## src/rtl/core/assert_macros.svh

```systemverilog
// assertion macros shared by the plane unit modules
`ifndef ASSERT_MACROS_SVH
`define ASSERT_MACROS_SVH

// condition must never hold outside reset
`define PFTP_ASSERT_NEVER(lbl, cond) \
   lbl: assert property (@(posedge clock) disable iff (reset) !(cond)) \
      else $error("assertion failed: forbidden condition");

// antecedent implies consequent in the same cycle
`define PFTP_ASSERT_IMPLIES(lbl, ante, cons) \
   lbl: assert property (@(posedge clock) disable iff (reset) (ante) |-> (cons)) \
      else $error("assertion failed: implication");

`endif

```

## src/rtl/core/pftp_pkg.sv

```systemverilog
// shared widths, constants and item types of the plane unit
`default_nettype none
package pftp_pkg;

   localparam int CRD_W          = 12;
   localparam int COORD_BITS_DEF = 12;
   localparam int DIFF_W         = CRD_W + 1;
   localparam int PROD_W         = 2 * DIFF_W;
   localparam int NRM_W          = PROD_W;
   localparam int MAG_W          = NRM_W - 1;
   localparam int SQ1_W          = 2 * MAG_W;
   localparam int SQ_W           = SQ1_W + 2;
   localparam int ROOT_W         = SQ_W / 2;
   localparam int REM_W          = ROOT_W + 3;
   localparam int DOTT_W         = NRM_W + CRD_W;
   localparam int DOT_W          = DOTT_W + 2;
   localparam int NUM_W          = 56;
   localparam int QUO_W          = 31;
   localparam int OUT_W          = 32;
   localparam int OFS_W          = 29;
   localparam int NRM_FRAC       = 30;
   localparam int OFS_FRAC       = 16;
   localparam int QUEUE_DEPTH    = 4;
   localparam int QPTR_W         = 2;
   localparam int QCNT_W         = 3;

   localparam logic [OFS_W-1:0] OFS_POS_SAT = {1'b0, {(OFS_W-1){1'b1}}};
   localparam logic [OFS_W-1:0] OFS_NEG_SAT = {1'b1, {(OFS_W-1){1'b0}}};
   localparam logic [QUO_W-1:0] OFS_LIMIT   = QUO_W'(1) << (OFS_W - 1);

   // item handed from the front part to the back part
   typedef struct packed {
      logic signed [NRM_W-1:0] nx;
      logic signed [NRM_W-1:0] ny;
      logic signed [NRM_W-1:0] nz;
      logic signed [CRD_W-1:0] x1;
      logic signed [CRD_W-1:0] y1;
      logic signed [CRD_W-1:0] z1;
      logic                    collinear;
   } front_item_type;

   // values carried alongside the square root pipeline
   typedef struct packed {
      logic signed [NRM_W-1:0] nx;
      logic signed [NRM_W-1:0] ny;
      logic signed [NRM_W-1:0] nz;
      logic signed [DOT_W-1:0] dot;
      logic                    collinear;
   } sqrt_side_type;

   // control carried alongside the divider lanes
   typedef struct packed {
      logic valid;
      logic sign_a;
      logic sign_b;
      logic sign_c;
      logic sign_d;
      logic ovf;
      logic collinear;
   } div_side_type;

endpackage
`default_nettype wire

```

## src/rtl/core/pftp_queue.sv

```systemverilog
// short item queue between front and back parts
`default_nettype none
`include "assert_macros.svh"
module pftp_queue (
   input  wire logic                          clock,
   input  wire logic                          reset,
   input  wire logic                          push_valid,
   input  pftp_pkg::front_item_type           push_item,
   output logic                               pop_valid,
   output pftp_pkg::front_item_type           pop_item,
   output logic [pftp_pkg::QCNT_W-1:0]        level
);

   pftp_pkg::front_item_type            mem_ff [pftp_pkg::QUEUE_DEPTH];
   logic [pftp_pkg::QPTR_W-1:0]         wr_ptr_ff;
   logic [pftp_pkg::QPTR_W-1:0]         rd_ptr_ff;
   logic [pftp_pkg::QCNT_W-1:0]         level_ff;
   logic [pftp_pkg::QCNT_W-1:0]         level_in;

   // back part takes the head whenever there is one
   assign pop_valid = (level_ff != '0);
   assign pop_item  = mem_ff[rd_ptr_ff];
   assign level     = level_ff;

   always_comb begin
      level_in = level_ff;
      if (push_valid && !pop_valid) begin
         level_in = level_ff + 1'b1;
      end else if (!push_valid && pop_valid) begin
         level_in = level_ff - 1'b1;
      end
   end

   // pointers and level
   always_ff @(posedge clock) begin
      if (reset) begin
         wr_ptr_ff <= '0;
         rd_ptr_ff <= '0;
         level_ff  <= '0;
      end else begin
         if (push_valid) begin
            wr_ptr_ff <= wr_ptr_ff + 1'b1;
         end
         if (pop_valid) begin
            rd_ptr_ff <= rd_ptr_ff + 1'b1;
         end
         level_ff <= level_in;
      end
   end

   // entry storage
   always_ff @(posedge clock) begin
      if (push_valid) begin
         mem_ff[wr_ptr_ff] <= push_item;
      end
   end

   `PFTP_ASSERT_NEVER(a_no_overflow, push_valid && !pop_valid && (level_ff == pftp_pkg::QCNT_W'(pftp_pkg::QUEUE_DEPTH)))
   `PFTP_ASSERT_NEVER(a_level_ptrs, level_ff[pftp_pkg::QPTR_W-1:0] != (wr_ptr_ff - rd_ptr_ff))

endmodule
`default_nettype wire

```

## config.mk

```make
export PLATFORM = sky130hd
export DESIGN_NAME = pftp_queue
export DESIGN_NICKNAME = d
export VERILOG_FILES = /design/src/rtl/core/pftp_pkg.sv /design/src/rtl/core/pftp_queue.sv
export VERILOG_INCLUDE_DIRS = /design/src /design/src/rtl/core
export SDC_FILE = /design/constraint.sdc
export NUM_CORES = 1
export LEC_CHECK = 0
export ABC_CLOCK_PERIOD_IN_PS = 8500
export BUFFER_PORTS_ARGS = -buffer_cell sky130_fd_sc_hd__buf_2
export CORE_ASPECT_RATIO = 0.7
export CORE_MARGIN = 5
export CORE_UTILIZATION = 60
export DETAILED_ROUTE_END_ITERATION = 8
export PLACE_DENSITY_LB_ADDON = 0.12
export SYNTH_ARGS = -nofsm -noshare
export SYNTH_HDL_FRONTEND = slang
export SYNTH_SLANG_ARGS = --single-unit
export TNS_END_PERCENT = 10
```

## constraint.sdc

```tcl
create_clock -name clock -period 8.5 [get_ports clock]
set_clock_uncertainty 0.2 [all_clocks]
set_input_delay 0.425 -clock clock [delete_from_list [all_inputs] [get_ports clock]]
set_output_delay 0.425 -clock clock [all_outputs]
set_load 0.05 [all_outputs]
```

Word level (Yosys, flattened, before mapping)
Memory sizes are Yosys's and may differ from the RTL's. A register that Yosys moved wholly into a read port is not among the register bits.
Cells that the tools add are included.
{ "word_totals": {"reg_bits": 7, "ramBits": 460, "inputBits": 118, "output_inout_bits": 119, "mem_count": 1} }
{ "classes": {"addsub": 4, "n_mux": 6, "reduce_logical": 6} }
{ "mem_list": {"columns": ["name", "depth", "width", "rd", "rd_ports_with_merged_regs", "wr", "line", "source"], "rows": [
  ["mem_ff", 4, 115, 1, 1, 1, "pftp_queue.sv:14", "pftp_pkg::front_item_type mem_ff [pftp_pkg::QUEUE_DEPTH];"]
]} }
{ "op_table": {"columns": ["cell", "count"], "rows": [
  ["two-way mux 3 bit", 2],
  ["adder 2 x 1 -> 2 bit, second input constant", 2],
  ["two-way mux 2 bit", 2],
  ["adder 3 x 1 -> 3 bit, second input constant", 1],
  ["nonzero test 3 bit", 1],
  ["subtractor 3 x 1 -> 3 bit, second input constant", 1],
  ["logical AND 1 bit", 2],
  ["logical NOT 1 bit", 2],
  ["two-way mux 1 bit", 2],
  ["nonzero test 2 bit", 1]
]} }

Logic depth before layout (Yosys ltp)
{ "depth": {"ltp_word": 4, "ltp_mapped": 5, "depth_no_buf": 5} }

Worst setup path before layout
Ideal clock, no wire load.
{ "synth_path": {"kind": "register -> register", "from": "register wr_ptr_ff[0] in the netlist's numbering", "to": "memory mem_ff[0][0] in the netlist's numbering (enable)", "setup_time_ns": 0.487, "arrival_time_ns": 3.189, "required_ns": 7.813, "setup_slack_ns": 4.624, "stages_incl_launch_ff": 4, "n_path_buf": 0, "period_less_slack_ns": 3.876, "path_cell_list": "dfxtp_1 inv_1 ha_1 and2_1"} }
{ "synth_rtl": {"columns": ["item", "line", "source"], "rows": [
  ["start, declared", "pftp_queue.sv:15", "logic [pftp_pkg::QPTR_W-1:0] wr_ptr_ff;"],
  ["start signal, assigned", "pftp_queue.sv:42", "wr_ptr_ff <= wr_ptr_ff + 1'b1;"],
  ["end, declared", "pftp_queue.sv:14", null]
]} }
Straight into the memory's write port.

==> impl_results.md <==
* Per-cell via count in the routed design at roughly 5.7
* Worst Max-Slew Pin Slew at ~1.2 ns
* Number of placement rows at 51
* Share of the synthesized area in the top cell type at 0.812
* Pin count of the biggest net entering global routing at 80
* Category of the critical setup timing path: flip-flop to primary output
* All-Layer GR Usage at 0.218
* Final setup violating endpoints at 0
* Number of failing hold endpoints at the final stage at 0
* Peak clock frequency supported by timing at approximately 0.27 GHz
* Post-Place Cell Area at approximately 19000 sq um
* Critical Path End Type: primary output
* PnR Total Power at around 6.7 mW
* Number of storage elements in the synthesis netlist at 469
* Via count of the first global-routing pass at 8752
* Worst-Skew Late Latency at 0.53 ns
* Distinct cell type count of the synthesized netlist at 21
* Inserted Clock Buffers at 42
* Share of synthesized area occupied by flip-flops and latches at 0.823
* Lkg Pwr at 7.19 nW
* Share of layout cells above drive strength 1 at 0.401
* Register-to-register setup slack at about 5.7 ns
* Length of the first detailed-routing pass in iterations at 4
* Data arrival at the endpoint of the critical path at 3.15 ns
* Time the worst path needs with I/O delays and setup at roughly 3.8 ns
* Number of clock sinks at 469
* Clock tree from TritonCTS: done
* CP Launch Type: flip-flop
* Yosys top cell by area: sky130_fd_sc_hd__edfxtp_1
* Setup repair after global routing missed its margin: no
* Starting DRC count in detailed routing at 663
* Library cell used as clock root buffer: sky130_fd_sc_hd__clkbuf_16
* Critical path required time at 7.88 ns
* Placer's final routability congestion estimate at ~0.76
* Starting utilization of the core area at 0.610
* First-pass GRT wire length at 52.0 mm
* Core area at roughly 28000 sq um
* Clock transition at the registers of the reported paths at 0.06 ns
* Final setup TNS at 0 ns
* Cell area power density at around 320 nW/um^2
* Gate Count Post-Synth at approximately 650
* Detailed placer's ending HPWL at 19.5 mm
* Period utilisation layout at 0.444
* Count of input and output buffers at around 240
* Synth-to-Final Area Change at 24.1%
* DIE HEIGHT at 151 um
* Most area-consuming cells after synthesis: sky130_fd_sc_hd__edfxtp_1, sky130_fd_sc_hd__mux4_2, sky130_fd_sc_hd__dfxtp_1
* DRC at 0
* Total Nets Final at around 1.1k
* Worst Hold Class: primary input to flip-flop
* Grt total ovfl at 0
* Max-cap check violation count at 0
* Drt total wl at between 30 and 40 mm
* Maximum vdd ir drop at 289 uV
* Syn Nets at ~770
* Post-route cell area at ~21000 sq um
* Synthesized area at 17000 sq um
* Top-level port count at roughly 240
* Number of buffers on the longest clock path at 3
* Worst setup slack after placement at between 5 and 6 ns
* Wire per inst at around 24 um
* Die W at about 210 um
* Post-detailed-route count of antenna-violating nets at 0
* Slew Viols, Final at 0
* Peak fanout along the critical path at 54
* Final Core Density at 0.757
* Number of antenna violations at the first check in global routing at 1
* Final critical-path setup slack at approximately 4.7 ns
* Die area at 31900 sq um
* Maximum level of the CTS H-tree at 2
* Routed vias at about 8.1k
* Post-cts resize count at 0
* Worst relative slew slack at 0.202
* Result of the run: finished, final reports clean
* Total of warnings raised by yosys at 0
* Syn avg cell area at roughly 26 sq um
==> final cells by class <==
type                       count  area [sq um]
antenna                        1          2.50
clock buffer                  52          1150
clock inverter                23           236
fill                        1494          6790
inverter                       3          11.3
multi-input combinational    147          2840
sequential                   469         14000
tap                          371           464
timing repair buffer         359          2390
==> power breakdown <==
group	total (mW)	internal (mW)	switching (mW)	leakage, nW
logic	2.05	0.643	1.41	2.21
registers	2.78	2.67	0.110	4.30
clock network	1.91	1.11	0.795	0.675
==> state kept, by name, summed over array words and instances, names as in the netlist, named ones only <==
name and count:
level 3, rd_ptr_ff 2, mem_ff 460, wr_ptr_ff 2
==> stage by stage <==
step           instances  hold slack, ns
2_1_floorplan        646           0.285
3_3_place_gp        1233           0.314
3_5_place_dp        1233           0.322
4_1_cts             1424          0.0372
5_1_grt             1425          0.0686
6_report            1425          0.0624
==> layout by cell type (no fill, tap or decap), types with 7 or more instances in the layout <==
master / n
sky130_fd_sc_hd__edfxtp_1: 460
sky130_fd_sc_hd__buf_2: 236
sky130_fd_sc_hd__dlygate4sd3_1: 116
sky130_fd_sc_hd__mux4_2: 115
sky130_fd_sc_hd__clkbuf_16: 45
sky130_fd_sc_hd__clkinv_1: 11
sky130_fd_sc_hd__nor2_1: 7
sky130_fd_sc_hd__clkbuf_1: 7
sky130_fd_sc_hd__dfxtp_1: 7
sky130_fd_sc_hd__buf_4: 7
==> repair_timing <==
item	CTS	global route
hold endpoints to repair	468	0
buffers inserted	0	0
hold buffers	116	0
==> Yosys cell counts, drive strengths merged <==
master,n
and2,4
nor2b,1
o21ai,2
ha,5
mux2i,1
or3,2
mux4,115
dfxtp,9
a21oi,1
nor3,1
mux2,1
edfxtp,460
xor2,3
o31ai,1
nor2,7
a21o,1
inv,3
xnor2,2
buf,20
clkbuf,7
==> layer usage <==
metal	track usage	vias up	wire length, um
li1	-	3543	-
met1	0.301	4268	13400
met2	0.366	288	17700
met3	0.0542	42	2520
met4	0.0454	0	518
met5	0	-	0
==> path summary, 6_finish.rpt <==
check / startpoint / end / cells past startpoint
setup / recovery: flip-flop / pop_item[114] / 3
hold / removal: push_valid / wr_ptr_ff[0]$_SDFFE_PP0P_ / 3
setup reg to reg: wr_ptr_ff[0]$_SDFFE_PP0P_ / mem_ff[2][27]$_DFFE_PP_ / 4
hold reg to reg: rd_ptr_ff[1]$_SDFFE_PP0P_ / rd_ptr_ff[1]$_SDFFE_PP0P_ / 2
==> cells by family (layout without fill, tap and decap cells) <==
| logic type | after synthesis | in the layout | share of synthesized area |
|---|---|---|---|
| other | 0 | 1 | 0 |
| XOR/XNOR | 5 | 5 | 0.00258 |
| multiplexers | 117 | 117 | 0.154 |
| adder cells (fa/ha/maj) | 5 | 5 | 0.00368 |
| buffers and inverters | 30 | 437 | 0.0107 |
| flip-flops | 469 | 469 | 0.823 |
| AND/OR/NAND/NOR | 15 | 15 | 0.00442 |
| AO/OA/AOI/OAI | 5 | 5 | 0.00177 |
==> worst max-delay path, cell delays in order (launching register included) <==
cell and delay (ns):
sky130_fd_sc_hd__dfxtp_4 0.71, sky130_fd_sc_hd__buf_4 0.88, sky130_fd_sc_hd__mux4_2 0.66, sky130_fd_sc_hd__buf_2 0.24
Note: power is estimated with default switching activity, not from simulation.
