**config.mk**
```make
export PLATFORM = sky130hd
export DESIGN_NAME = pftp_front
export DESIGN_NICKNAME = d
export VERILOG_FILES = /design/src/rtl/core/assert_macros.svh /design/src/rtl/core/pftp_pkg.sv /design/src/rtl/core/pftp_front.sv
export SDC_FILE = /design/constraint.sdc
export NUM_CORES = 2
export LEC_CHECK = 0
export ABC_AREA = 1
export BUFFER_PORTS_ARGS = -buffer_cell sky130_fd_sc_hd__buf_2
export CAP_MARGIN = 20
export CORE_MARGIN = 2
export CORE_UTILIZATION = 45
export DETAILED_ROUTE_END_ITERATION = 12
export PLACE_DENSITY = 0.7
export SLEW_MARGIN = 20
export SYNTH_ARGS = -nofsm -noshare
export SYNTH_HDL_FRONTEND = slang
export SYNTH_SLANG_ARGS = --single-unit
```
**constraint.sdc**
```tcl
create_clock -name clock -period 16.2 [get_ports clock]
set_input_delay 2.43 -clock clock [delete_from_list [all_inputs] [get_ports clock]]
set_output_delay 2.43 -clock clock [all_outputs]
set_load 0.05 [all_outputs]
```
**src/rtl/core/assert_macros.svh**
```systemverilog
// assertion macros shared by the plane unit modules
`ifndef ASSERT_MACROS_SVH
`define ASSERT_MACROS_SVH

// condition must never hold outside reset
`define PFTP_ASSERT_NEVER(lbl, cond) \
   lbl: assert property (@(posedge clock) disable iff (reset) !(cond)) \
      else $error("assertion failed: forbidden condition");

// antecedent implies consequent in the same cycle
`define PFTP_ASSERT_IMPLIES(lbl, ante, cons) \
   lbl: assert property (@(posedge clock) disable iff (reset) (ante) |-> (cons)) \
      else $error("assertion failed: implication");

`endif

```
**src/rtl/core/pftp_pkg.sv**
```systemverilog
// shared widths, constants and item types of the plane unit
`default_nettype none
package pftp_pkg;

   localparam int CRD_W          = 12;
   localparam int COORD_BITS_DEF = 12;
   localparam int DIFF_W         = CRD_W + 1;
   localparam int PROD_W         = 2 * DIFF_W;
   localparam int NRM_W          = PROD_W;
   localparam int MAG_W          = NRM_W - 1;
   localparam int SQ1_W          = 2 * MAG_W;
   localparam int SQ_W           = SQ1_W + 2;
   localparam int ROOT_W         = SQ_W / 2;
   localparam int REM_W          = ROOT_W + 3;
   localparam int DOTT_W         = NRM_W + CRD_W;
   localparam int DOT_W          = DOTT_W + 2;
   localparam int NUM_W          = 56;
   localparam int QUO_W          = 31;
   localparam int OUT_W          = 32;
   localparam int OFS_W          = 29;
   localparam int NRM_FRAC       = 30;
   localparam int OFS_FRAC       = 16;
   localparam int QUEUE_DEPTH    = 4;
   localparam int QPTR_W         = 2;
   localparam int QCNT_W         = 3;

   localparam logic [OFS_W-1:0] OFS_POS_SAT = {1'b0, {(OFS_W-1){1'b1}}};
   localparam logic [OFS_W-1:0] OFS_NEG_SAT = {1'b1, {(OFS_W-1){1'b0}}};
   localparam logic [QUO_W-1:0] OFS_LIMIT   = QUO_W'(1) << (OFS_W - 1);

   // item handed from the front part to the back part
   typedef struct packed {
      logic signed [NRM_W-1:0] nx;
      logic signed [NRM_W-1:0] ny;
      logic signed [NRM_W-1:0] nz;
      logic signed [CRD_W-1:0] x1;
      logic signed [CRD_W-1:0] y1;
      logic signed [CRD_W-1:0] z1;
      logic                    collinear;
   } front_item_type;

   // values carried alongside the square root pipeline
   typedef struct packed {
      logic signed [NRM_W-1:0] nx;
      logic signed [NRM_W-1:0] ny;
      logic signed [NRM_W-1:0] nz;
      logic signed [DOT_W-1:0] dot;
      logic                    collinear;
   } sqrt_side_type;

   // control carried alongside the divider lanes
   typedef struct packed {
      logic valid;
      logic sign_a;
      logic sign_b;
      logic sign_c;
      logic sign_d;
      logic ovf;
      logic collinear;
   } div_side_type;

endpackage
`default_nettype wire

```
**src/rtl/core/pftp_front.sv**
```systemverilog
// front part: accepts point triples, forms edge vectors and cross product
`default_nettype none
module pftp_front #(
   parameter int COORD_BITS = pftp_pkg::COORD_BITS_DEF
) (
   input  wire logic                          clock,
   input  wire logic                          reset,
   input  wire logic                          start,
   output logic                               busy,
   input  wire logic [pftp_pkg::CRD_W-1:0]    req_first_x,
   input  wire logic [pftp_pkg::CRD_W-1:0]    req_first_y,
   input  wire logic [pftp_pkg::CRD_W-1:0]    req_first_z,
   input  wire logic [pftp_pkg::CRD_W-1:0]    req_second_x,
   input  wire logic [pftp_pkg::CRD_W-1:0]    req_second_y,
   input  wire logic [pftp_pkg::CRD_W-1:0]    req_second_z,
   input  wire logic [pftp_pkg::CRD_W-1:0]    req_third_x,
   input  wire logic [pftp_pkg::CRD_W-1:0]    req_third_y,
   input  wire logic [pftp_pkg::CRD_W-1:0]    req_third_z,
   input  wire logic [pftp_pkg::QCNT_W-1:0]   queue_level,
   output logic                               push_valid,
   output pftp_pkg::front_item_type           push_item
);

   localparam int SH = pftp_pkg::CRD_W - COORD_BITS;

   logic signed [pftp_pkg::CRD_W-1:0]  raw [9];
   logic signed [pftp_pkg::CRD_W-1:0]  crd [9];
   logic signed [pftp_pkg::CRD_W-1:0]  tmp [9];
   logic                               accept;

   logic                               a_valid_ff;
   logic signed [pftp_pkg::CRD_W-1:0]  a_p1_ff [3];
   logic signed [pftp_pkg::DIFF_W-1:0] a_u_ff [3];
   logic signed [pftp_pkg::DIFF_W-1:0] a_v_ff [3];

   logic                               b_valid_ff;
   logic signed [pftp_pkg::CRD_W-1:0]  b_p1_ff [3];
   logic signed [pftp_pkg::PROD_W-1:0] b_prd_ff [6];
   logic signed [pftp_pkg::PROD_W-1:0] prd_in [6];
   logic signed [pftp_pkg::PROD_W:0]   n_w [3];

   assign raw[0] = req_first_x;
   assign raw[1] = req_first_y;
   assign raw[2] = req_first_z;
   assign raw[3] = req_second_x;
   assign raw[4] = req_second_y;
   assign raw[5] = req_second_z;
   assign raw[6] = req_third_x;
   assign raw[7] = req_third_y;
   assign raw[8] = req_third_z;

   // sign extension from the configured coordinate width
   always_comb begin
      for (int i = 0; i < 9; i++) begin
         tmp[i] = raw[i] <<< SH;
         crd[i] = tmp[i] >>> SH;
      end
   end

   // hold off when queue space could run out for items in flight
   assign busy = (pftp_pkg::QCNT_W'(queue_level) + pftp_pkg::QCNT_W'(a_valid_ff)
                  + pftp_pkg::QCNT_W'(b_valid_ff)) >= pftp_pkg::QCNT_W'(pftp_pkg::QUEUE_DEPTH);
   assign accept = start && !busy;

   // stage a: edge vectors
   always_ff @(posedge clock) begin
      if (reset) begin
         a_valid_ff <= 1'b0;
      end else begin
         a_valid_ff <= accept;
      end
      for (int i = 0; i < 3; i++) begin
         a_p1_ff[i] <= crd[i];
         a_u_ff[i]  <= pftp_pkg::DIFF_W'(crd[3+i]) - pftp_pkg::DIFF_W'(crd[i]);
         a_v_ff[i]  <= pftp_pkg::DIFF_W'(crd[6+i]) - pftp_pkg::DIFF_W'(crd[i]);
      end
   end

   // partial products of the cross product
   always_comb begin
      prd_in[0] = a_u_ff[1] * a_v_ff[2];
      prd_in[1] = a_u_ff[2] * a_v_ff[1];
      prd_in[2] = a_u_ff[2] * a_v_ff[0];
      prd_in[3] = a_u_ff[0] * a_v_ff[2];
      prd_in[4] = a_u_ff[0] * a_v_ff[1];
      prd_in[5] = a_u_ff[1] * a_v_ff[0];
   end

   // stage b: registered products
   always_ff @(posedge clock) begin
      if (reset) begin
         b_valid_ff <= 1'b0;
      end else begin
         b_valid_ff <= a_valid_ff;
      end
      b_p1_ff  <= a_p1_ff;
      b_prd_ff <= prd_in;
   end

   // normal components and collinear classification
   always_comb begin
      for (int i = 0; i < 3; i++) begin
         n_w[i] = (pftp_pkg::PROD_W+1)'(b_prd_ff[2*i])
                - (pftp_pkg::PROD_W+1)'(b_prd_ff[2*i+1]);
      end
      push_valid          = b_valid_ff;
      push_item.nx        = n_w[0][pftp_pkg::NRM_W-1:0];
      push_item.ny        = n_w[1][pftp_pkg::NRM_W-1:0];
      push_item.nz        = n_w[2][pftp_pkg::NRM_W-1:0];
      push_item.x1        = b_p1_ff[0];
      push_item.y1        = b_p1_ff[1];
      push_item.z1        = b_p1_ff[2];
      push_item.collinear = (n_w[0] == '0) && (n_w[1] == '0) && (n_w[2] == '0);
   end

endmodule
`default_nettype wire

```
Word-level counts from Yosys, hierarchy flattened
Memory sizes are Yosys's and may differ from the RTL's.
Cells that the tools add are included.
{"block": "word_totals", "regBits": 230, "ram_bits": 78, "in_bits": 114, "out_inout_bits": 117, "word_cells": 41, "mem_count": 2}
{"block": "op_classes", "n_addsub": 11, "n_mul": 6, "n_lt_le_gt_ge": 1, "n_reduce_logical": 7}
{"name": "a_u_ff", "words": 3, "word_bits": 13, "read_ports": 3, "rd_clocked_by_memory_dff": 0, "write_ports": 3, "line_no": "pftp_front.sv:33", "source": "logic signed [pftp_pkg::DIFF_W-1:0] a_u_ff [3];"}
{"name": "a_v_ff", "words": 3, "word_bits": 13, "read_ports": 3, "rd_clocked_by_memory_dff": 0, "write_ports": 3, "line_no": "pftp_front.sv:34", "source": "logic signed [pftp_pkg::DIFF_W-1:0] a_v_ff [3];"}
{"op": "13-bit by 13-bit multiplier with 26-bit output", "count": 6}
{"op": "27-bit zero test", "count": 3}
{"op": "26-bit by 26-bit subtractor with 27-bit output", "count": 3}
{"op": "12-bit by 12-bit subtractor with 13-bit output", "count": 6}
{"op": "3-bit by 1-bit adder with 3-bit output", "count": 2}
{"op": "3-bit >= comparator (second input constant)", "count": 1}
{"op": "1-bit logical AND", "count": 3}
{"op": "1-bit zero test", "count": 1}

Depth between registers and ports, before layout
{"block": "depth", "ltp_word": 5, "ltp_mapped": 30, "depth_no_buf": 28}

Worst setup path after synthesis
OpenSTA, ideal clock, no wires.
{"block": "synth_timing", "path_kind": "in2out", "start": "input port queue_level[0] in the netlist's numbering", "end": "output port busy", "arrival_time_ns": 3.711, "required_time_ns": 13.770, "setup_slack_ns": 10.059, "path_stages": 5, "path_buffers": 0, "cell_sequence": "ha_1 > nand2_1 > inv_1 > o21ai_0 > xnor2_1"}
{"block": "synth_between", "elab_chain_cells": 3}
{"item": "start, declared", "line_no": "pftp_front.sv:19", "source": "input wire logic [pftp_pkg::QCNT_W-1:0] queue_level,"}
{"item": "3-bit by 1-bit adder with 3-bit output", "line_no": "pftp_front.sv:61", "source": "assign busy = (pftp_pkg::QCNT_W'(queue_level) + pftp_pkg::QCNT_W'(a_valid_ff)"}
{"item": "3-bit by 1-bit adder with 3-bit output", "line_no": "pftp_front.sv:62", "source": "+ pftp_pkg::QCNT_W'(b_valid_ff)) >= pftp_pkg::QCNT_W'(pftp_pkg::QUEUE_DEPTH);"}
{"item": "3-bit >= comparator", "line_no": "pftp_front.sv:62"}
{"item": "end, declared", "line_no": "pftp_front.sv:9", "source": "output logic busy,"}
Every way passes these cells.

==> flow_summary.json <==
{
  "status": "finished, final reports clean",
  "clock_sinks": 308,
  "synth_mux_area_share_pct": 0,
  "yosys-top-cells-count": "inv_1, nand2_1, fa_1, ha_1, dfxtp_1",
  "drive_above_1_share_pct": 6.458,
  "multi_input_area_um2": 39190,
  "syn_area_um2": 53000,
  "synth_top_family_by_area": "adder cells",
  "period_share_pct": 38.83,
  "synthToLayoutAreaGrowth_pct": 7.718,
  "floorplan.initialDensity_pct": 45.49,
  "synth-seq-cells": 308,
  "hp-class": "flip-flop to flip-flop",
  "globalplace.congestion": 0.9731,
  "rsz0062_at_grt": "no",
  "num-nets-final": 8274,
  "finalSetupViolCount": 0,
  "synth_flop_cell": "dfxtp_1",
  "htreeDepth": 2,
  "wl_mm": 144.6,
  "drtIter0Drc": 2870,
  "regToRegSetupSlack_ps": 9910,
  "synth_warnings": 0,
  "grt.total_usage_pct": 24.48,
  "ys_top_cells_by_area": "fa_1, ha_1, inv_1, dfxtp_1, nand2_1",
  "holdPathStages": 0,
  "synth_top_area_cell": "fa_1",
  "tightest_slew_ps": 1116,
  "syn_inst": 6518,
  "clock_skew_ps": 27.59,
  "dp.cells": 8108,
  "synthMostInstantiatedCell": "inv_1",
  "cts_root_buf": "clkbuf_16",
  "synth-compound-area-share_pct": 5.149,
  "ant_nets": 0,
  "start_kind": "flip-flop",
  "grt_pass1_vias": 42850,
  "synth_top_area_share_pct": 37.06,
  "place.detailed.hpwl_mm": 120.5,
  "dpl_worst_slack_ps": 9994,
  "io_buffers": 230,
  "seq_area_frac_synth_pct": 11.63,
  "fp-row-count": 125,
  "synth_fa_ha_area_share_pct": 50.11,
  "cts_tree": "done",
  "pin_count": 231,
  "timing.final.crit_period_ps": 6291,
  "wire_per_inst_um": 17.67,
  "die_w_um": 347.2,
  "first_pass_iters": 6,
  "finalSetupTns_ps": 0,
  "async_flop_share_pct": 0,
  "slew_headroom_pct": 25.52,
  "synth-xor-area-share_pct": 4.375,
  "required_ps": 16730,
  "vias": 41130,
  "grt.overflow.total": 0,
  "synth-edff-count": 0,
  "min_from": "a_p1_ff[11]",
  "cp-end-kind": "flip-flop",
  "fin_area_um2": 57090,
  "path_clk_slew_ps": 60,
  "path_max_fanout": 26,
  "slew_viol_final": 0,
  "post_dp_cell_area_um2": 55690,
  "cts_setup_buffers": 0,
  "seqCellArea_um2": 6170,
  "syn-num-nets": 8166,
  "rr_endpoint": "b_prd_ff[76]",
  "postCtsHoldBufs": 0,
  "antenna_found_initial": 4,
  "insertion_delay_ps": 630,
  "grt_max_degree": 27,
  "synth.distinct_cells": 48,
  "avgSynthCellArea_um2": 8.131,
  "min_to": "push_item[12]",
  "coreArea_um2": 116500,
  "grt_pass1_wl_mm": 232.0,
  "die_area_um2": 120500,
  "stdcell_count": 8183,
  "maxCapViolCount": 0,
  "avgViaCountPerCell": 5.026,
  "nFillCells": 11060,
  "post_cts_resized": 0,
  "reg2regPathDepth": 18,
  "final.setup.worst_slack_ps": 9909,
  "hold_violations": 0,
  "fp.dieH_um": 347.2,
  "max_clock_freq_mhz": 159.0,
  "crit_type": "flip-flop to flip-flop",
  "reg2reg_from": "a_v_ff[0][27]",
  "arrival_ps": 6820,
  "drc_errors": 0,
  "numCtsBuffers": 40,
  "synth_simple_gate_area_share_pct": 14.30,
  "cts_buffer_depth": 3
}
per-stage QoR:
step                util (%)  hold slack [ps]
floorplan                  -            309.6
global placement       47.80            310.4
detailed placement     47.80            312.1
CTS                    48.99            322.0
global route           48.99            328.1
finish                 49.00            321.1
per-layer routing:
metal	vias to the layer above	GRT usage (%)	wire length, um
met2	1481	39.40	65280
met4	6	8.518	5454
met3	246	4.323	11480
met1	20160	33.14	62240
met5	-	0.6403	135
li1	19230	-	-
critical path, stage by stage (launching register included):
cell and delay (ps):
dfxtp_1 1040, nand2_1 310, fa_1 660, fa_1 520, inv_1 280, fa_1 500, fa_1 550, inv_1 50
fa_1 470, inv_1 40, ha_1 270, ha_1 390, nand2_1 90, nor4_1 380, nand3_1 130, nand3_1 170
nand3_1 90, nand2_1 80, xor2_1 170
area by class of cell:
type	count	share of cell area [%]
multi-input cells	4173	68.64
clock buffers	46	1.845
flip-flops and latches	308	10.81
inverters	1806	11.87
repair buffers	297	2.897
clock inverters	28	0.5896
diodes	1	0.004383
well taps	1524	3.340
flip-flops by register name (all words and copies together) (netlist names):
register and cells:
b_prd_ff 156, push_valid 1, a_p1_ff 36, a_v_ff 39, a_valid_ff 1, a_u_ff 39
push_item 36
placed cells by master (no fill, tap or decap), types with 19 or more instances in the layout:
cell type / netlist / layout
ha_1: 553 / 553
o21ai_0: 104 / 104
a21oi_1: 250 / 250
nand3_1: 127 / 127
a31oi_1: 19 / 19
o21ai_1: 35 / 35
nor3_1: 21 / 21
nand2_1: 1422 / 1422
fa_1: 981 / 981
nand4_1: 39 / 39
clkbuf_16: 0 / 40
nor2_1: 205 / 205
dfxtp_1: 308 / 305
xnor2_1: 99 / 99
buf_2: 0 / 230
buf_4: 0 / 67
xor2_1: 162 / 162
inv_1: 1804 / 1804
how the worst max path moves through the flow:
stage                              start           end  slack [ps]  depth (start not counted)
after global placement     a_v_ff[0][27]  b_prd_ff[77]       10120                         16
after floorplan           queue_level[0]          busy       10060                          5
after global routing       a_v_ff[0][27]  b_prd_ff[76]        9400                         18
after detailed placement   a_v_ff[0][27]  b_prd_ff[76]        9990                         18
final                      a_v_ff[0][27]  b_prd_ff[76]        9910                         18
after CTS                  a_v_ff[0][27]  b_prd_ff[76]        9900                         18
cells by family (layout without fill, tap and decap cells):
group,count (synthesis),in the layout
buf+inv,2037,2177
simple gates,1886,1886
fa+ha+maj,1534,1534
compound gates,490,490
flops,308,308
xor+xnor,263,263
other cells,0,1
Power is left out: the tool's default activity adds up to more than one toggle a clock period on the data nets, which glitch-free logic cannot reach.
